File: src/rtl/hds_pkg.sv
package hds_pkg;

    // input item kinds, carried on tuser
    localparam logic [1:0] KIND_RESTART = 2'd0;
    localparam logic [1:0] KIND_ADVANCE = 2'd1;
    localparam logic [1:0] KIND_READ    = 2'd2;

    // register indexes on the configuration port
    localparam logic [1:0] REG_ROWS  = 2'd0;
    localparam logic [1:0] REG_COLS  = 2'd1;
    localparam logic [1:0] REG_INNER = 2'd2;
    localparam logic [1:0] REG_EDGE  = 2'd3;

    // register reset values
    localparam logic [8:0]  ROWS_RST  = 9'd256;
    localparam logic [8:0]  COLS_RST  = 9'd256;
    localparam logic [15:0] INNER_RST = 16'd0;
    localparam logic [15:0] EDGE_RST  = 16'd25600;

    localparam int TEMP_W = 16;
    localparam int DIM_W  = 9;
    // weighted 3x3 sum of 16-bit cells, kernel total 16, plus rounding term
    localparam int SUM_W  = TEMP_W + 4;

    // datapath operations issued by the controller
    typedef enum logic [3:0] {
        OP_NONE,
        OP_LATCH,
        OP_FILL,
        OP_RD,
        OP_SHIFT,
        OP_CALC,
        OP_CELL,
        OP_OUT
    } t_op;

    typedef struct packed {
        t_op        op;
        logic [1:0] slot;
        logic       last;
    } t_cmd;

    typedef struct packed {
        logic out_busy;
    } t_stat;

endpackage

File: src/rtl/hds_ctrl.sv
module hds_ctrl #(
    parameter int MAX_ROWS = 256,
    parameter int MAX_COLS = 256
) (
    input  logic                          i_clk,
    input  logic                          i_rst_n,
    input  logic                          i_s_tvalid,
    input  logic [1:0]                    i_kind,
    output logic                          o_s_tready,
    input  logic [$clog2(MAX_ROWS+1)-1:0] i_live_rows,
    input  logic [$clog2(MAX_COLS+1)-1:0] i_live_cols,
    input  hds_pkg::t_stat                i_stat,
    output hds_pkg::t_cmd                 o_cmd,
    output logic [$clog2(MAX_ROWS+1)-1:0] o_row,
    output logic [$clog2(MAX_COLS+1)-1:0] o_col,
    output logic [$clog2(MAX_COLS+1)-1:0] o_ld
);

    localparam int DRW = $clog2(MAX_ROWS + 1);
    localparam int DCW = $clog2(MAX_COLS + 1);

    typedef enum logic [7:0] {
        S_IDLE  = 8'b0000_0001,
        S_FILL  = 8'b0000_0010,
        S_RD0   = 8'b0000_0100,
        S_RD1   = 8'b0000_1000,
        S_RD2   = 8'b0001_0000,
        S_SHIFT = 8'b0010_0000,
        S_CALC  = 8'b0100_0000,
        S_OUT   = 8'b1000_0000
    } t_state;

    t_state         r_state, n_state;
    logic [DRW-1:0] r_row, n_row;
    logic [DCW-1:0] r_col, n_col;
    logic [DCW-1:0] r_ld, n_ld;
    logic           accept;
    logic           last_col;
    logic           last_row;

    assign o_s_tready = (r_state == S_IDLE);
    assign accept     = i_s_tvalid & o_s_tready;
    assign last_col   = (r_col == i_live_cols - DCW'(1));
    assign last_row   = (r_row == i_live_rows - DRW'(1));

    // sequencer
    always_comb begin
        n_state = r_state;
        n_row   = r_row;
        n_col   = r_col;
        n_ld    = r_ld;
        o_cmd   = '{op: hds_pkg::OP_NONE, slot: 2'd0, last: 1'b0};
        case (r_state)
            S_IDLE: begin
                if (accept) begin
                    case (i_kind)
                        hds_pkg::KIND_RESTART: begin
                            o_cmd.op = hds_pkg::OP_LATCH;
                            n_row    = '0;
                            n_col    = '0;
                            n_state  = S_FILL;
                        end
                        hds_pkg::KIND_ADVANCE: begin
                            n_row   = '0;
                            n_ld    = '0;
                            n_state = S_RD0;
                        end
                        hds_pkg::KIND_READ: begin
                            o_cmd.op = hds_pkg::OP_CELL;
                            n_state  = S_OUT;
                        end
                        default: ;
                    endcase
                end
            end
            S_FILL: begin
                o_cmd.op = hds_pkg::OP_FILL;
                if (last_col) begin
                    n_col = '0;
                    n_row = r_row + DRW'(1);
                    if (last_row) begin
                        n_state = S_IDLE;
                    end
                end else begin
                    n_col = r_col + DCW'(1);
                end
            end
            S_RD0: begin
                o_cmd.op   = hds_pkg::OP_RD;
                o_cmd.slot = 2'd0;
                n_state    = S_RD1;
            end
            S_RD1: begin
                o_cmd.op   = hds_pkg::OP_RD;
                o_cmd.slot = 2'd1;
                n_state    = S_RD2;
            end
            S_RD2: begin
                o_cmd.op   = hds_pkg::OP_RD;
                o_cmd.slot = 2'd2;
                n_state    = S_SHIFT;
            end
            S_SHIFT: begin
                o_cmd.op = hds_pkg::OP_SHIFT;
                if (r_ld == '0) begin
                    n_ld    = DCW'(1);
                    n_state = S_RD0;
                end else begin
                    n_col   = r_ld - DCW'(1);
                    n_state = S_CALC;
                end
            end
            S_CALC: begin
                o_cmd.op = hds_pkg::OP_CALC;
                if (last_col) begin
                    if (last_row) begin
                        o_cmd.last = 1'b1;
                        n_state    = S_IDLE;
                    end else begin
                        n_row   = r_row + DRW'(1);
                        n_ld    = '0;
                        n_state = S_RD0;
                    end
                end else begin
                    n_ld    = r_ld + DCW'(1);
                    n_state = ((r_ld + DCW'(1)) < i_live_cols) ? S_RD0 : S_SHIFT;
                end
            end
            S_OUT: begin
                if (!i_stat.out_busy) begin
                    o_cmd.op = hds_pkg::OP_OUT;
                    n_state  = S_IDLE;
                end
            end
            default: n_state = S_IDLE;
        endcase
    end

    always_ff @(posedge i_clk) begin
        if (!i_rst_n) begin
            r_state <= S_IDLE;
            r_row   <= '0;
            r_col   <= '0;
            r_ld    <= '0;
        end else begin
            r_state <= n_state;
            r_row   <= n_row;
            r_col   <= n_col;
            r_ld    <= n_ld;
        end
    end

    assign o_row = r_row;
    assign o_col = r_col;
    assign o_ld  = r_ld;

    a_calc_in_grid: assert property (@(posedge i_clk) disable iff (!i_rst_n)
        (r_state == S_CALC) |-> (r_col < i_live_cols && r_row < i_live_rows))
        else $error("stencil cell outside grid");

    a_read_to_out: assert property (@(posedge i_clk) disable iff (!i_rst_n)
        (accept && i_kind == hds_pkg::KIND_READ) |=> (r_state == S_OUT))
        else $error("read beat did not reach output state");

    a_restart_fill: assert property (@(posedge i_clk) disable iff (!i_rst_n)
        (accept && i_kind == hds_pkg::KIND_RESTART) |=> (r_state == S_FILL && r_row == '0))
        else $error("restart beat did not start fill");

    a_load_in_grid: assert property (@(posedge i_clk) disable iff (!i_rst_n)
        (r_state == S_RD0) |-> (r_ld < i_live_cols))
        else $error("column load beyond grid");

endmodule

File: config.mk
export PLATFORM = sky130hd
export DESIGN_NAME = hds_ctrl
export DESIGN_NICKNAME = d
export VERILOG_FILES = /design/src/rtl/hds_pkg.sv /design/src/rtl/hds_ctrl.sv
export SDC_FILE = /design/constraint.sdc
export NUM_CORES = 1
export LEC_CHECK = 0
export BUFFER_PORTS_ARGS = -buffer_cell sky130_fd_sc_hd__buf_2
export CAP_MARGIN = 40
export CORE_UTILIZATION = 50
export DETAILED_ROUTE_END_ITERATION = 10
export GPL_TIMING_DRIVEN = 0
export HOLD_SLACK_MARGIN = 0.12
export PLACE_DENSITY = 0.77
export SETUP_SLACK_MARGIN = 0.5
export SLEW_MARGIN = 15
export SYNTH_ARGS = -nofsm -noshare
export SYNTH_HDL_FRONTEND = slang
export SYNTH_SLANG_ARGS = --single-unit
File: constraint.sdc
create_clock -name i_clk -period 2.61 [get_ports i_clk]
set_input_delay 0.522 -clock i_clk [delete_from_list [all_inputs] [get_ports i_clk]]
set_output_delay 0.522 -clock i_clk [all_outputs]
set_load 0.03 [all_outputs]
== Word level (Yosys, flattened, before mapping) ==
Cells that the tools add are included.

* Memory bits (writable): 0
* Output and inout port bits: 35
* Memories: 0
* Input port bits: 24
* Memory bits (read-only): 0
* Latch bits: 0
* Bits in registers: 35

* Add/subtract/negate cells: 6
* $lt $le $gt $ge: 1
* Equal/unequal tests: 25
* Shift operators: 0
* Div/mod/pow operators: 0
* Multiplexer cells: 35
* Multiply operators: 0
* Bitwise operators: 1
* Reduce and logical (&&, ||, !) cells: 11

{| class="wikitable"
|+ Operator list
! operator !! count
|-
| 2-to-1 mux 9 bit || 14
|-
| one-hot mux 9 bit (3 select lines) || 3
|-
| one-hot mux 8 bit (8 select lines) || 1
|-
| 2-to-1 mux 8 bit || 5
|-
| adder 9 x 1 -> 9 bit (second input constant) || 3
|-
| subtractor 9 x 1 -> 9 bit (second input constant) || 3
|-
| one-hot mux 4 bit (6 select lines) || 1
|-
| one-hot mux 8 bit (3 select lines) || 1
|-
| == test 9 bit || 2
|-
| != test 2 bit (second input constant) || 8
|-
| AND reduction 5 bit || 2
|-
| logical NOT 9 bit || 1
|-
| < comparator 9 bit || 1
|-
| 2-to-1 mux 3 bit || 3
|-
| nonzero test 3 bit || 3
|-
| == test 8 x 1 -> 1 bit (second input constant) || 1
|-
| == test 8 x 2 -> 1 bit (second input constant) || 1
|-
| == test 8 x 3 -> 1 bit (second input constant) || 1
|-
| == test 8 x 4 -> 1 bit (second input constant) || 1
|-
| == test 8 x 5 -> 1 bit (second input constant) || 1
|-
| == test 8 x 6 -> 1 bit (second input constant) || 1
|-
| == test 8 x 7 -> 1 bit (second input constant) || 1
|-
| == test 8 bit (second input constant) || 1
|-
| 2-to-1 mux 7 bit || 1
|-
| 15 further kinds || 19
|}

== Depth between registers and ports, before layout ==
* Depth after elaboration: 5
* Depth in mapped cells: 13
* Gate-level depth less buffers: 13

== Worst setup path before layout ==
OpenSTA, ideal clock, no wires.

* Path type: input to register
* Start point: input i_live_cols[1]
* End point: register r_ld[4] (netlist: o_ld[4])
* Cell stages on the path: 11
* Arrival time: 3,235 ps
* Slack: -715 ps
* Data required time: 2,519 ps
* Path buffers: 1
* Path through: inv_1 -> ha_1 -> or3b_1 -> nor3_1 -> xnor2_1 -> nand4_1 -> or2_1 -> buf_6 -> nor3_1 -> nor2b_1 -> a311oi_1

* Cells in the longest elaborated chain, start to end: 4

{| class="wikitable"
|+ Ends and longest elaborated chain
! what !! line !! text
|-
| start: declaration || hds_ctrl.sv:11 || <nowiki>input logic [$clog2(MAX_COLS+1)-1:0] i_live_cols,</nowiki>
|-
| subtractor 9 x 1 -> 9 bit * || hds_ctrl.sv:43 || <nowiki>assign last_col = (r_col == i_live_cols - DCW'(1));</nowiki>
|-
| == test 9 bit * || hds_ctrl.sv:43 ||
|-
| != test 3 bit (no line) / 2-to-1 mux 9 bit (equally long branches) || - ||
|-
| AND reduction 5 bit (no line) / one-hot mux 9 bit (3 select lines) (equally long branches) || - ||
|-
| end signal: assignment || hds_ctrl.sv:149 || <nowiki>r_ld <= n_ld;</nowiki>
|-
| end: declaration || hds_ctrl.sv:36 || <nowiki>logic [DCW-1:0] r_ld, n_ld;</nowiki>
|}

Mark *: on every way between the ends. The rest lies on a longest branch, timed or not.
A chain may end at the register's enable or synchronous reset.

==> summary.md <==
| Metric | Value |
|---|---|
| Outcome | `finished, violations left` |
| Synthesized area divided by synthesized cell count | `7.62 um^2` |
| Ratio of total power to cell area | `368 nW/um^2` |
| Cell area after placement | `3520 um^2` |
| Actual transition at the worst max-transition pin | `0.683 ns` |
| Number of nets in the final layout | `around 540` |
| Vias in the first global route | `3123` |
| Number of clock sinks | `35` |
| Worst path cell trace | `buf_8 -> inv_4 -> ha_4 -> or3b_4 -> nor3_4 -> xnor2_1 -> nand4_1 -> or2_1 -> buf_6 -> nor3_4 -> buf_6` |
| Layout Utilization | `0.774` |
| Source-to-sink clock delay at the later pin of the worst-skew pair | `0.31 ns` |
| Total CTS buffers | `5` |
| Worst slew margin relative to its limit | `0.542` |
| Part of the cycle the worst path needs | `1.15` |
| Layout fillers | `372` |
| Mux contribution to synthesized area | `0.0100` |
| Netlist cell types | `71` |
| Number of enable flip-flop cells after synthesis | `0` |
| Peak per-stage delay on the critical path | `0.42 ns` |
| Layout Cell Area excl Fill | `between 4000 and 5000 um^2` |
| Ant diodes | `0` |
| Main flop type after synthesis | `sky130_fd_sc_hd__dfxtp_1` |
| Summed negative setup slack over all endpoints | `-4.44 ns` |
| Routability-driven placement congestion ratio | `between 0.9 and 1` |
| Violated checks | `negative setup slack` |
| Starting density of the core | `0.532` |
| Clock tree buffer depth | `2` |
| RSZ-0062 raised after global routing | `yes` |
| Number of slew-limit violations in the final report | `0` |
| First-pass GRT wire length | `14.9 mm` |
| Number of antenna violations at the first check in global routing | `0` |
| Number of ports placed on the die boundary | `59` |
| Area of the core region | `roughly 5600 um^2` |
| Worst slack, placed | `-0.553 ns` |
| Crit path max-delay cell type | `sky130_fd_sc_hd__or3b_4` |
| Final total power | `between 1.5 and 2 mW` |
| Proportion of layout cells with a drive suffix above 1 | `0.398` |
| Total leakage power | `1.82 nW` |
| Parity-gate share of the synthesized area counting xor and xnor cells | `0.111` |
| Portion of the post-synthesis area used by sequential elements | `0.234` |
| Starting DRC count in detailed routing | `275` |
| Highest clock rate | `approximately 330 MHz` |
| Clock-pin transition on the worst setup and hold timing paths | `~0.090 ns` |
| Final WS setup | `-0.401 ns` |
| Cell total after placement | `522` |
| Maximum number of pins on one net before global-route repair | `13` |
| Mapped Cells | `394` |
| Max-Cap Viols | `0` |
| Most common cell in the netlist | `sky130_fd_sc_hd__nor2_1` |
| Post-detailed-placement half-perimeter wirelength | `just over 6 mm` |
| Post-Route WL | `10.3 mm` |
| Area Overhead vs Synth | `45.5%` |
| Via density per instance | `~6.2` |
| Final hold violation count | `0` |
| Post-synthesis register bit count | `35` |
| Die footprint | `6310 um^2` |
| DRC violations left | `0` |
| Area fraction in compound gates after synthesis | `0.206` |
| Routed via count | `between 3k and 4k` |
| Mapped cell area | `3000 um^2` |
| Buffer and inverter count on the worst path | `4` |
| Combined area of the multi-input logic cells | `2600 um^2` |
| Row Count | `27` |
| Antenna Violating Nets Remaining | `0` |
| GRT Residual Overflow | `0` |
| Fraction of synthesis flops using an asynchronous set or reset pin | `0` |
| Post-Route Hold Slack | `0.500 ns` |
| Total GRT Usage | `0.302` |
| Signal arrival time at the worst endpoint | `~2.5 ns` |
| Cell family with the largest share of critical-path delay | `simple AND/OR/NAND/NOR gates` |
| Buffer cell driving the clock tree root | `sky130_fd_sc_hd__clkbuf_8` |
| YS warnings | `0` |
| Hold/Removal Path Class | `primary input to register` |
| Kind of start point of the critical path | `primary input` |
| Crit path time final | `3.01 ns` |
| CP Data Required Time | `2.09 ns` |
| CTS H-Tree Depth | `2` |
| Top cell type by total area after synthesis | `sky130_fd_sc_hd__dfxtp_1` |
| Drt wl/cell | `18.2 um` |
| Sequential cell area in the final layout | `729 um^2` |
| Worst vdd ir | `approximately 0.42 mV` |
| Fraction of post-synthesis cell area in the top cell type by area | `0.234` |
| Number of buffers inserted by port buffering | `between 50 and 60` |
| Final cell count without fillers | `565` |
| Worst-path fanout max | `4` |
| Dominant combinational cell family by area after synthesis | `simple AND/OR/NAND/NOR gates` |
| Setup skew after layout | `around 0.010 ns` |
| Endpoint class of the critical path | `output pin` |
| Die Y | `79.5 um` |
| Commonest cells in the synthesized netlist | `sky130_fd_sc_hd__nor2_1, sky130_fd_sc_hd__dfxtp_1, sky130_fd_sc_hd__a21oi_1` |
| Worst setup path class | `primary input to output pin` |
| 1st-pass router iterations | `5` |
| Main area contributors after synthesis | `sky130_fd_sc_hd__dfxtp_1, sky130_fd_sc_hd__ha_1, sky130_fd_sc_hd__xnor2_1` |
| Adder-Cell Fraction of Synth Area | `0.0792` |
| Width of the chip | `79.5 um` |
| CTS tree | `built` |
| Setup-violating endpoint count in the final report | `27` |
| Syn_nets | `between 400 and 500` |
| Simple-gate portion of the synthesized area | `0.305` |
==> cell usage in the layout (no fill, tap or decap), drive strengths merged, types with 3 or more instances in the layout <==
cell    netlist  final
a211oi        3      3
a21oi        28     28
a22oi         3      3
a31oi         8      9
and2          4      4
and3          4      4
buf           2     92
clkbuf       12     18
clkinv        0      3
dfxtp        35     35
ha           19     19
inv          26     25
mux2i         3      3
nand2        22     22
nand2b       10     10
nand3        19     19
nand3b        5      5
nand4         4      4
nor2         39     39
nor2b         5      5
nor3         16     16
nor3b         6      6
nor4          7      7
o21ai        25     25
o31ai         3      3
or3           9      9
or3b          3      3
or4           4      4
xnor2        23     23
xor2         15     15
==> flip-flops by register name, indices dropped and copies added (netlist names) <==
name and count:
o_col 9, o_ld 9, o_row 9, r_state 8
==> cell type report <==
| class | count | area share |
|---|---|---|
| Buffer | 14 | 0.0186 |
| Clock buffer | 6 | 0.0215 |
| Clock inverter | 2 | 0.00315 |
| Inverter | 26 | 0.0269 |
| Multi-Input combinational cell | 320 | 0.595 |
| Sequential cell | 35 | 0.167 |
| Tap cell | 72 | 0.0206 |
| Timing Repair Buffer | 90 | 0.147 |
==> layer usage <==
layer / global-route usage / up-vias / part of all wire
met2: 0.508 / 195 / 0.49
li1: - / 1619 / -
met5: 0 / - / 0
met1: 0.378 / 1619 / 0.40
met4: 0.122 / 0 / 0.032
met3: 0.0526 / 43 / 0.072
==> power by group <==
part / internal [mW] / switching (mW)
Sequential: 0.541 / 0.0245
Combinational: 0.268 / 0.301
Clock: 0.246 / 0.228
==> cell families after synthesis <==
kind of cell,Yosys count
and+or+nand+nor,165
AOI/OAI and AO/OA,93
buffers and inverters,40
xor gates and xnor gates,38
DFF,35
adders and majority gates,19
muxes,3
other,1
==> path summary, 6_finish.rpt <==
check	startpoint	end	slack, ns	cells past startpoint
setup reg to reg	o_col[7]	o_row[7]	-0.22	10
setup / recovery	i_live_cols[0]	o_cmd[0]	-0.40	11
hold reg to reg	o_col[3]	o_col[3]	0.52	2
hold / removal	i_rst_n	r_state[0]	0.50	2
==> timing repair <==
action	in CTS	in global routing
cloned	1	0
pin swaps	20	26
hold buffers	0	0
gates resized for setup	60	54
setup endpoints to repair	41	42
setup buffers	15	19
No activity file was read; power rests on OpenSTA's default activity.
