### config.mk
export PLATFORM = sky130hd
export DESIGN_NAME = hds_regs
export DESIGN_NICKNAME = d
export VERILOG_FILES = /design/src/rtl/hds_pkg.sv /design/src/rtl/hds_regs.sv
export SDC_FILE = /design/constraint.sdc
export NUM_CORES = 1
export LEC_CHECK = 0
export BUFFER_PORTS_ARGS = -buffer_cell sky130_fd_sc_hd__buf_2
export CORE_MARGIN = 3
export CORE_UTILIZATION = 46
export DETAILED_ROUTE_END_ITERATION = 6
export PLACE_DENSITY = 0.81
export SLEW_MARGIN = 0
export SYNTH_ARGS = -nofsm -noshare
export SYNTH_HDL_FRONTEND = slang
export SYNTH_SLANG_ARGS = --single-unit
### constraint.sdc
create_clock -name i_clk -period 1.2 [get_ports i_clk]
set_clock_uncertainty 0.05 [all_clocks]
set_input_delay 0.12 -clock i_clk [delete_from_list [all_inputs] [get_ports i_clk]]
set_output_delay 0.12 -clock i_clk [all_outputs]
set_load 0.01 [all_outputs]
### src/rtl/hds_pkg.sv
package hds_pkg;

    // input item kinds, carried on tuser
    localparam logic [1:0] KIND_RESTART = 2'd0;
    localparam logic [1:0] KIND_ADVANCE = 2'd1;
    localparam logic [1:0] KIND_READ    = 2'd2;

    // register indexes on the configuration port
    localparam logic [1:0] REG_ROWS  = 2'd0;
    localparam logic [1:0] REG_COLS  = 2'd1;
    localparam logic [1:0] REG_INNER = 2'd2;
    localparam logic [1:0] REG_EDGE  = 2'd3;

    // register reset values
    localparam logic [8:0]  ROWS_RST  = 9'd256;
    localparam logic [8:0]  COLS_RST  = 9'd256;
    localparam logic [15:0] INNER_RST = 16'd0;
    localparam logic [15:0] EDGE_RST  = 16'd25600;

    localparam int TEMP_W = 16;
    localparam int DIM_W  = 9;
    // weighted 3x3 sum of 16-bit cells, kernel total 16, plus rounding term
    localparam int SUM_W  = TEMP_W + 4;

    // datapath operations issued by the controller
    typedef enum logic [3:0] {
        OP_NONE,
        OP_LATCH,
        OP_FILL,
        OP_RD,
        OP_SHIFT,
        OP_CALC,
        OP_CELL,
        OP_OUT
    } t_op;

    typedef struct packed {
        t_op        op;
        logic [1:0] slot;
        logic       last;
    } t_cmd;

    typedef struct packed {
        logic out_busy;
    } t_stat;

endpackage

### src/rtl/hds_regs.sv
module hds_regs (
    input  logic        i_clk,
    input  logic        i_rst_n,
    input  logic        psel,
    input  logic        penable,
    input  logic        pwrite,
    input  logic [3:0]  paddr,
    input  logic [31:0] pwdata,
    output logic [31:0] prdata,
    output logic        pready,
    output logic [8:0]  o_grid_rows,
    output logic [8:0]  o_grid_cols,
    output logic [15:0] o_inner_temp,
    output logic [15:0] o_edge_temp
);

    logic [8:0]  r_grid_rows;
    logic [8:0]  r_grid_cols;
    logic [15:0] r_inner_temp;
    logic [15:0] r_edge_temp;
    logic        wr_en;

    assign pready = 1'b1;
    assign wr_en  = psel & penable & pwrite;

    // register writes
    always_ff @(posedge i_clk) begin
        if (!i_rst_n) begin
            r_grid_rows  <= hds_pkg::ROWS_RST;
            r_grid_cols  <= hds_pkg::COLS_RST;
            r_inner_temp <= hds_pkg::INNER_RST;
            r_edge_temp  <= hds_pkg::EDGE_RST;
        end else if (wr_en) begin
            case (paddr[3:2])
                hds_pkg::REG_ROWS:  r_grid_rows  <= pwdata[8:0];
                hds_pkg::REG_COLS:  r_grid_cols  <= pwdata[8:0];
                hds_pkg::REG_INNER: r_inner_temp <= pwdata[15:0];
                hds_pkg::REG_EDGE:  r_edge_temp  <= pwdata[15:0];
                default: ;
            endcase
        end
    end

    // register readback
    always_comb begin
        case (paddr[3:2])
            hds_pkg::REG_ROWS:  prdata = {23'd0, r_grid_rows};
            hds_pkg::REG_COLS:  prdata = {23'd0, r_grid_cols};
            hds_pkg::REG_INNER: prdata = {16'd0, r_inner_temp};
            hds_pkg::REG_EDGE:  prdata = {16'd0, r_edge_temp};
            default:            prdata = 32'd0;
        endcase
    end

    assign o_grid_rows  = r_grid_rows;
    assign o_grid_cols  = r_grid_cols;
    assign o_inner_temp = r_inner_temp;
    assign o_edge_temp  = r_edge_temp;

endmodule

# After elaboration in Yosys (flattened, before gate mapping)
# Cells that the tools add are included.
classes:
  mux: 1
  eq_ne: 3
  n_reduce_logical: 5
  n_bitwise: 2
op_table:
  columns: ["op", "n"]
  rows:
  - ["$pmux W32 S4", 1]
  - ["$reduce_and A2 Y1", 4]
  - ["$eq A2 B2 Y1 const B", 2]
  - ["$and A1 B1 Y1", 2]
  - ["$eq A2 B1 Y1 const B", 1]
  - ["$logic_not A2 Y1", 1]
totals:
  word_cells: 15
  regBits: 50
  output_inout_bits: 83
  in_bits: 41

# Logic depth before layout (Yosys ltp)
# Gate-level depths: netlist (run 1).
logic_depth:
  depth_word: 3
  depth_mapped: 5
  mapped_depth_nobuf: 3

# Worst setup path after synthesis (run 1)
# OpenSTA, ideal clock, no wires.
synth_timing:
  path_kind: "input -> output"
  from: "input port paddr[3]"
  to: "output port prdata[3]"
  stages: 3
  path_buffers: 2
  arrival_time_ps: 929
  slack_ps: 101
  cell_sequence: "buf_6 > buf_6 > mux4_2"
synth_via:
  elab_chain_len: 2
  elab_cells_between_ends: 5
  classes_between: "eq/ne (3); mux (1); reduce/logical (1)"
synth_rtl:
  columns: ["element", "line", "source"]
  rows:
  - ["from (decl)", "hds_regs.sv:7", "input logic [3:0] paddr,"]
  - ["$eq A2 B2 Y1 (tied with other cells)", "hds_regs.sv:46", "case (paddr[3:2])"]
  - ["$pmux W32 S4 (*)", "hds_regs.sv:46", null]
  - ["to (decl)", "hds_regs.sv:9", "output logic [31:0] prdata,"]
# Mark *: on every way between the ends. The rest lies on a longest branch, timed or not. The select of a mux whose other input is x is not followed.

# Final worst setup path (run 1)
layout_timing:
  from: "register r_edge_temp[0], in the netlist o_edge_temp[0]"
  to: "output port prdata[0]"
layout_via:
  elab_chain_len: 1
layout_rtl:
  columns: ["element", "line", "source"]
  rows:
  - ["from (decl)", "hds_regs.sv:20", "logic [15:0] r_edge_temp;"]
  - ["from (signal assigned)", "hds_regs.sv:32", "r_edge_temp <= hds_pkg::EDGE_RST;"]
  - ["from (signal assigned)", "hds_regs.sv:38", "hds_pkg::REG_EDGE: r_edge_temp <= pwdata[15:0];"]
  - ["$pmux W32 S4", "hds_regs.sv:46", null]
# No other way between the ends. The select of a mux whose other input is x is not followed.

==> results of run 1 <==
## final cells by class
| class | instances | area [um^2] |
|---|---|---|
| fill | 444 | 1840 |
| tap | 70 | 87.6 |
| multi-input combinational | 163 | 1240 |
| sequential | 50 | 1050 |
| inverter | 4 | 17.5 |
| timing repair buffer | 121 | 813 |
| clock buffer | 7 | 86.3 |
| clock inverter | 1 | 5.00 |
## routing by layer
layer | vias up | global-route usage, % | part of all wire, %
li1 | 976 | - | -
met3 | 7 | 4.31 | 6.9
met1 | 951 | 23.7 | 42
met5 | - | 0 | 0
met2 | 71 | 32.4 | 50
met4 | 0 | 4.81 | 0.99
## cells by family (layout without fill, tap and decap cells)
family | count (synthesis) | count (layout) | synth area share, %
AND/OR/NAND/NOR | 77 | 77 | 15.3
multiplexers | 63 | 63 | 30.2
flip-flops | 50 | 50 | 40.6
buffers and inverters | 36 | 133 | 11.3
AO/OA/AOI/OAI | 6 | 6 | 2.29
other | 2 | 17 | 0.305
## how the worst max path moves through the flow
stage | start | cells after the start | end
final | o_edge_temp[0]$_SDFFE_PN0P_ | 2 | prdata[0]
after global routing | o_edge_temp[0]$_SDFFE_PN0P_ | 2 | prdata[0]
after CTS | o_edge_temp[0]$_SDFFE_PN0P_ | 2 | prdata[0]
after global placement | paddr[3] | 4 | prdata[1]
after detailed placement | paddr[3] | 4 | prdata[5]
after floorplan | paddr[3] | 3 | prdata[3]
## registers in the layout, indices dropped and copies added (netlist names)
signal and flops:
o_inner_temp 16, o_grid_rows 9, o_grid_cols 9, o_edge_temp 16
## timing repair
action                     CTS  global route
setup endpoints to repair    9            15
gates resized for setup     31            14
hold endpoints to repair     0             0
hold buffers                 0             0
setup buffers               15             3
## stage by stage
| stage | utilization [%] | area, um^2 | hold WS [ps] |
|---|---|---|---|
| 2_1_floorplan | - | 2520 | 212 |
| 3_3_place_gp | 57.9 | 2970 | 332 |
| 3_5_place_dp | 57.9 | 2970 | 344 |
| 4_1_cts | 63.4 | 3260 | 20.5 |
| 5_1_grt | 64.1 | 3300 | 31.7 |
| 6_report | 64.1 | 3300 | 28.0 |
## worst max-delay path: cells and delay by family (launching register included)
| family | cells | cell delay [ps] |
|---|---|---|
| multiplexers | 1 | 500 |
| flip-flops | 1 | 330 |
| buffers and inverters | 1 | 140 |
## power by group
group          internal [W]  leakage [nW]  switching [W]  total, W
combinational      0.000176          1.21       0.000212  0.000388
sequential          0.00168         0.418      0.0000150   0.00170
clock              0.000466        0.0482       0.000526  0.000992
## cells in the mapped netlist (all sizes together)
cell	n
nand2	61
mux2i	54
dfxtp	50
buf	29
nor2b	10
mux4	9
inv	4
clkbuf	3
o211ai	3
o21ai	3
conb	2
and3	1
nand3	1
nand3b	1
nand4	1
nor2	1
nor3b	1
==> results by group, run 1 <==
Outcome
  – Outcome: finished with violations
  – Violated checks: negative setup slack

Route
  – WL per Instance: roughly 15 um
  – 1st-iter DRT viols: 67
  – DR pass1 iterations: 4
  – DRC: 0
  – DRT antenna net count: 0
  – Via/cell ratio: 4.82
  – Via count: about 2000
  – WL final: roughly 6000 um

GRT
  – Vias in the first global route: between 1500 and 2000
  – First-pass GRT wire length: approximately 9200 um
  – Largest net degree at the start of global routing: 37
  – Gr usage total: between 10% and 20%
  – Initial antenna violation count: 0
  – Overflow after GRT: 0

Final layout
  – Most frequent cells in the layout: buf_2 (80), nand2_1 (61), mux2i_1 (54)
  – Most common cell after layout, fill and taps aside: buf_2
  – Layout area overhead: 33.8%
  – Share of layout cells above drive strength 1: roughly 53%
  – # nets final: between 300 and 400
  – Antenna cell count: 0
  – Post-Layout Cell Count: 416

Min path
  – Tightest Hold Check Type: in -> reg
  – Hold_sp: pwdata[13]
  – Hold path endpoint: o_inner_temp[13]$_SDFFE_PN0P_
  – Worst hold stages: 3

Pwr
  – PwrDens: about 930 nW/um^2
  – Total chip power: a little over 0.003 W
  – Worst VDD drop: just under 0.0007 V
  – Static Leak: between 1.5 and 2 nW

Placement
  – Gp weighted congestion: 0.751
  – Placed Cells incl. Taps: 390
  – Pre-CTS WS: -41.0 ps
  – HPWL after DPL: 4280 um
  – Port Buf Inserts: slightly below 90

Setup path
  – Worst reg2reg path startpoint: o_grid_cols[8]$_SDFFE_PN1P_
  – CP Class: reg -> out
  – Crit. End Element: output port
  – R2R Path End: o_grid_cols[8]$_SDFFE_PN1P_
  – R2R depth: 3
  – Worst-path fanout max: 2
  – Crit-path slowest cell: mux4_2
  – CP cell instances: mux4_2, buf_6
  – Flop2flop setup slack: roughly 400 ps
  – Critical path arrival: approximately 1300 ps
  – Startpoint Class: flop
  – CP required: approximately 1000 ps
  – CP peak stage delay: roughly 500 ps

Timing
  – Final count of hold timing violations: 0
  – Max Fclk: about 700 MHz
  – Fin. max-slew vios: 0
  – Final Cycle Share: 120%
  – Post-route minimum period: about 1400 ps
  – RSZ-0062 raised after global routing: yes
  – Post-route setup TNS: -1840 ps
  – Post-route worst setup slack: -234 ps
  – Setup-failing EPs final: 9

Die
  – Die area: about 6300 um^2
  – Row count: 26
  – I/O pin count: around 120
  – Initial Utilization: between 40% and 50%
  – Die W: roughly 79 um
  – Core area: slightly above 5000 um^2
  – Die height: slightly below 80 um

Yosys
  – Share of the synthesized area in the top cell type: a little over 40%
  – Synth warn: 0
  – Post-Syn Instances: between 200 and 250
  – Top cells by area, synth: dfxtp_1 (41%), mux2i_1 (22%), nand2_1 (9.3%), mux4_2 (8.2%), buf_4 (5.2%)
  – Mean post-synth cell area: about 11 um^2
  – Sequential fraction of the synthesis area: between 40 and 50%
  – Mapped cell area: between 2000 and 2500 um^2
  – Synth Register Bits: 50
  – Unique masters post-synth: 23
  – Leading area contributor after synthesis: dfxtp_1

Clocking
  – Reg clk slew, reported paths: about 90 ps
  – CTS root buffer: clkbuf_8
  – Num CTS Buffers: 5
  – Worst-skew pair later-pin latency: 290 ps
  – Max Root-Sink Buffers: 2
  – Htree depth: 2
  – TritonCTS clock tree: built
  – Clk sinks: 50

Job
  – Total of max-cap violations: 0
Power figures use the tool's default switching activity.
==> run 2: changes to the inputs <==
--- a/config.mk
+++ b/config.mk
@@ -9,7 +9,8 @@
 export CORE_MARGIN = 3
 export CORE_UTILIZATION = 46
 export DETAILED_ROUTE_END_ITERATION = 6
-export PLACE_DENSITY = 0.81
+export HOLD_SLACK_MARGIN = 0.15
+export PLACE_DENSITY_LB_ADDON = 0.08
 export SLEW_MARGIN = 0
 export SYNTH_ARGS = -nofsm -noshare
 export SYNTH_HDL_FRONTEND = slang
==> run 2 against run 1 <==
Combinational power up 12%. Sequential share of layout area down 2.1 points. Critical endpoint is now prdata[8]. Largest power group unchanged. The run still ends with negative setup slack left. Non-clock buffer count up 23. Global-route usage up 0.44 points. Register-to-register slack worse by 30 ps. Highest routed layer unchanged. Core utilization up 4.4 points.
==> results by group, run 2 (synthesized netlist as in run 1, its figures left out) <==
Outcome
  – Outcome: finished with violations
  – Violated checks: negative setup slack

Clocking
  – Reg clk slew, reported paths: roughly 90 ps
  – CTS root buffer: clkbuf_8
  – Worst-skew pair later-pin latency: 300 ps
  – Clk sinks: 50
  – TritonCTS clock tree: built
  – Max Root-Sink Buffers: 2
  – Num CTS Buffers: 5
  – Htree depth: 2

Setup path
  – Startpoint Class: flop
  – R2R depth: 4
  – Worst-path fanout max: 3
  – CP required: ~1000 ps
  – Critical path arrival: around 1300 ps
  – CP Class: reg -> out
  – Crit. End Element: output port

Final layout
  – Share of layout cells above drive strength 1: about half
  – Antenna cell count: 0
  – # fillers: 455
  – # nets final: 409
  – Most common cell after layout, fill and taps aside: buf_2
  – Most frequent cells in the layout: buf_2 (78), nand2_1 (61), mux2i_1 (54)
  – Design area: about 3500 um^2
  – Layout area overhead: 43.0%

Pwr
  – Worst VDD drop: ~0.00076 V
  – Static Leak: about 1.8 nW
  – PwrDens: just under 900 nW/um^2

Die
  – Row count: 26
  – Die W: between 70 and 80 um
  – Core area: 5140 um^2
  – Initial Utilization: around 48%
  – Die height: ~79 um
  – Die area: about 6300 um^2
  – I/O pin count: 124

Route
  – DRT antenna net count: 0
  – DRC: 0
  – Via count: 2094
  – Via/cell ratio: around 4.8
  – 1st-iter DRT viols: 64
  – WL per Instance: about 14 um
  – WL final: roughly 6000 um
  – DR pass1 iterations: 4

GRT
  – Initial antenna violation count: 0
  – Vias in the first global route: 1910
  – First-pass GRT wire length: just over 9000 um
  – Gr usage total: about a fifth
  – Overflow after GRT: 0
  – Largest net degree at the start of global routing: 48

Timing
  – Final count of hold timing violations: 0
  – Final Cycle Share: 118%
  – RSZ-0062 raised after global routing: yes
  – Post-route minimum period: ~1400 ps
  – Post-route setup TNS: -1890 ps
  – Max Fclk: between 700 and 800 MHz
  – Fin Hold WS: roughly 180 ps
  – Post-route worst setup slack: -221 ps
  – Setup-failing EPs final: 9
  – Fin. max-slew vios: 0

Min path
  – Worst hold stages: 3
  – Tightest Hold Check Type: in -> reg

Placement
  – Gp weighted congestion: a little over 0.7
  – Port Buf Inserts: 88
  – Placed Area: 2980 um^2
  – HPWL after DPL: between 3000 and 4000 um

Job
  – Total of max-cap violations: 0
## run 2: cell count changes in the layout (fill, tap and decap cells not counted)
cell           change
dfxtp_2            -2
clkbuf_1           -1
buf_4              +6
clkbuf_8           -1
dfxtp_1            +2
clkinvlp_4         +1
clkinv_4           +1
buf_6              +3
dlygate4sd3_1     +16
buf_2              -2
## run 2: cell type report
cell class | count | area [um^2] | area share (%)
timing repair buffer | 144 | 1040 | 29.6
inverter | 4 | 17.5 | 0.497
sequential | 50 | 1040 | 29.7
clock buffer | 5 | 68.8 | 1.95
multi-input combinational | 163 | 1240 | 35.2
clock inverter | 3 | 21.3 | 0.604
tap | 70 | 87.6 | 2.49
## run 2: worst max-delay path, cell delays in order, from the launching register on
cell     delay, ps
dfxtp_1        340
mux4_2         470
buf_6          140
## run 2: stage by stage
step | std cells | power, W | util [%] | setup WS [ps]
after CTS | 430 | 0.00314 | 66.5 | -227
final | 439 | 0.00311 | 68.5 | -221
after floorplan | 249 | 0.00200 | - | 101
after global placement | 391 | 0.00210 | 58.0 | -45.1
after global routing | 439 | 0.00327 | 68.5 | -269
after detailed placement | 391 | 0.00210 | 58.0 | -46.8
## run 2: repair_timing
item / CTS / global route
resized for setup: 28 / 18
setup endpoints to repair: 10 / 16
pin swaps: 0 / 0
hold buffers: 16 / 0
buffers inserted: 15 / 9
endpoints found under the hold margin: 50 / 0
## run 2: final timing paths
kind	to	from	slack, ps
max	prdata[8]	o_inner_temp[8]$_SDFFE_PN0P_	-220
min	o_edge_temp[10]$_SDFFE_PN1P_	i_rst_n	180
max reg2reg	o_grid_cols[7]$_SDFFE_PN0P_	o_grid_cols[7]$_SDFFE_PN0P_	370
min reg2reg	o_inner_temp[12]$_SDFFE_PN0P_	o_inner_temp[12]$_SDFFE_PN0P_	410
## run 2: where the power goes
part	switching (W)	total [W]	internal, W
Sequential	0.0000137	0.00170	0.00168
Clock	0.000574	0.000985	0.000411
Combinational	0.000219	0.000433	0.000214
## run 2: per-layer routing
metal | GRT usage [%] | wire length [um] | up-vias
li1 | - | - | 1022
met1 | 24.8 | 2630 | 995
met2 | 31.6 | 2910 | 69
met3 | 4.88 | 346 | 8
met4 | 6.19 | 87 | 0
met5 | 0 | 0 | -
==> run 3: changes to the inputs <==
--- a/config.mk
+++ b/config.mk
@@ -5,7 +5,8 @@
 export SDC_FILE = /design/constraint.sdc
 export NUM_CORES = 1
 export LEC_CHECK = 0
-export BUFFER_PORTS_ARGS = -buffer_cell sky130_fd_sc_hd__buf_2
+export BUFFER_PORTS_ARGS = -buffer_cell sky130_fd_sc_hd__buf_4
+export CAP_MARGIN = 5
 export CORE_MARGIN = 3
 export CORE_UTILIZATION = 46
 export DETAILED_ROUTE_END_ITERATION = 6
==> run 3 against run 2 <==
The flow still finishes with violations (negative setup slack). Critical path depth stayed put. Maximum frequency is 0.54% lower. Setup slack worse by 7.7 ps. Cell area is 8.3% higher. Global-route usage is 0.39 points higher. Wire length is 4.4% higher. Final cell count is 1.8% higher. Core utilization is 5.7 points higher. Non-clock buffer count is 8 higher. Largest power group unchanged. Register-to-register slack worse by 40 ps. Critical endpoint is now prdata[0]. Sequential share of layout area is 2.0 points lower.
==> results by group, run 3 (synthesized netlist as in run 1, its figures left out) <==
Die
  – Die W: a little under 80 um
  – Initial Utilization: a little under half
  – Die area: around 6300 um^2
  – Row count: 26
  – Die height: 79.2 um
  – Core area: approximately 5000 um^2
  – I/O pin count: 124

Setup path
  – Startpoint Class: flop
  – Crit-path slowest cell: mux4_2
  – CP startpoint: o_edge_temp[0]$_SDFFE_PN0P_
  – CP required: 1030 ps
  – Worst reg2reg path startpoint: o_edge_temp[1]$_SDFFE_PN0P_
  – Crit path max-delay family: multiplexers
  – R2R Path End: o_edge_temp[1]$_SDFFE_PN0P_
  – CP cell instances: mux4_2, buf_6
  – Crit. End Element: output port
  – CP Class: reg -> out
  – Worst-path fanout max: 2
  – Stages on worst setup path: 2
  – R2R depth: 4
  – Critical path arrival: roughly 1300 ps
  – Flop2flop setup slack: ~330 ps
  – Worst setup endpoint: prdata[0]
  – CP peak stage delay: approximately 480 ps
  – CP bufs+invs: 1

Outcome
  – Violated checks: negative setup slack
  – Outcome: finished with violations

Clocking
  – Reg clk slew, reported paths: approximately 100 ps
  – CTS root buffer: clkbuf_8
  – Num CTS Buffers: 5
  – Worst-skew pair later-pin latency: 310 ps
  – Max Root-Sink Buffers: 2
  – Clk sinks: 50
  – TritonCTS clock tree: built
  – Htree depth: 2

Route
  – DRC: 0
  – DRT antenna net count: 0
  – Via/cell ratio: 4.72
  – WL per Instance: around 14 um
  – WL final: 6240 um
  – DR pass1 iterations: 4
  – 1st-iter DRT viols: 80
  – Via count: 2109

Final layout
  – # nets final: 417
  – Layout area overhead: 54.8%
  – Most frequent cells in the layout: buf_4 (118), nand2_1 (61), mux2i_1 (54)
  – Post-Layout Cell Count: approximately 450
  – Finished Core Util: about three quarters
  – Design area: between 3000 and 4000 um^2
  – Antenna cell count: 0
  – Most common cell after layout, fill and taps aside: buf_4
  – Share of layout cells above drive strength 1: between 50% and 60%

GRT
  – Initial antenna violation count: 0
  – Vias in the first global route: slightly below 2000
  – Largest net degree at the start of global routing: 34
  – Grt met1 use: 24.5%
  – Gr usage total: slightly below 20%
  – GRT Max-Usage Layer: met2
  – Overflow after GRT: 0
  – Met2 Usage GRT: roughly 34%
  – Grt met3 use: about 5.0%
  – First-pass GRT wire length: 9560 um

Pwr
  – Switching fraction of total power: between 20% and 30%
  – Internal Pwr Total: roughly 0.0026 W
  – Static Leak: 1.86 nW
  – NetSw: between 0.0008 and 0.0009 W
  – PwrDens: 896 nW/um^2
  – Worst VDD drop: 0.000977 V
  – Logic pwr share: between 10 and 15%
  – Clk pwr share: approximately 37%
  – Sequential share of power: between 40 and 50%

Placement
  – Placed Cells incl. Taps: 396
  – Placed Area: 3230 um^2
  – HPWL after DPL: 4020 um
  – Port Buf Inserts: around 90
  – Gp weighted congestion: 0.766

Timing
  – Final Cycle Share: 119%
  – Fin. max-slew vios: 0
  – Post-route minimum period: around 1400 ps
  – RSZ-0062 raised after global routing: yes
  – Setup-failing EPs final: 9
  – Post-route worst setup slack: -229 ps
  – Max Fclk: approximately 700 MHz
  – Final count of hold timing violations: 0

Job
  – Total of max-cap violations: 0

Min path
  – Tightest Hold Check Type: in -> reg
## run 3: changes by cell type in the layout (fill, tap and decap cells not counted), sizes merged
cell and delta:
buf +8, bufinv +1, clkbuf +1, clkinv -2, clkinvlp -1, inv +1
## run 3: how the worst min path moves through the flow
stage	to	startpoint	cells past startpoint	slack (ps)
global route	o_inner_temp[2]$_SDFFE_PN0P_	i_rst_n	3	190
detailed placement	o_edge_temp[12]$_SDFFE_PN0P_	pwdata[12]	3	350
global placement	o_inner_temp[14]$_SDFFE_PN0P_	pwdata[14]	3	340
finish	o_grid_rows[2]$_SDFFE_PN0P_	i_rst_n	3	170
CTS	o_grid_rows[2]$_SDFFE_PN0P_	i_rst_n	3	160
floorplan	o_inner_temp[10]$_SDFFE_PN0P_	pwdata[10]	2	210
## run 3: worst register-to-register path, delay by kind of cell (launching register included)
family	cells	cell delay (ps)
flops	1	330
simple gates	1	60
buf+inv	2	250
mux	1	70
## run 3: layer usage
metal | vias up | wire length (um)
met4 | 0 | 58
li1 | 1043 | -
met2 | 58 | 3230
met1 | 1002 | 2600
met3 | 6 | 348
met5 | - | 0
## run 3: power by group through the flow
stage | Clock (W) | Sequential [W] | Combinational (W)
floorplan | 0 | 0.00174 | 0.000260
global placement | 0 | 0.00174 | 0.000388
detailed placement | 0 | 0.00174 | 0.000391
CTS | 0.00130 | 0.00170 | 0.000452
global route | 0.00136 | 0.00170 | 0.000500
finish | 0.00126 | 0.00170 | 0.000462
## run 3: per-stage QoR
stage               worst slack [ps]  TNS [ps]  power (W)  hold WS, ps
global route                    -272     -2430    0.00356          187
floorplan                        101         0    0.00200          212
CTS                             -234     -2010    0.00344          161
finish                          -229     -1940    0.00342          166
global placement               -86.8     -1670    0.00212          338
detailed placement             -88.5     -2170    0.00213          353
## run 3: final cells by class
cell class	count	area (um^2)
clock buffers	6	82.6
clock inverters	2	38.8
fillers	388	1330
inverters	4	17.5
multi-input cells	163	1240
flip-flops and latches	50	1050
well taps	70	87.6
repair buffers	152	1290
## run 3: timing repair
action	4_1_cts	5_1_grt
resized for setup	38	18
endpoints found under the setup margin	12	16
hold buffers	16	0
buffers inserted	16	11
endpoints found under the hold margin	50	0
pin swaps	0	0
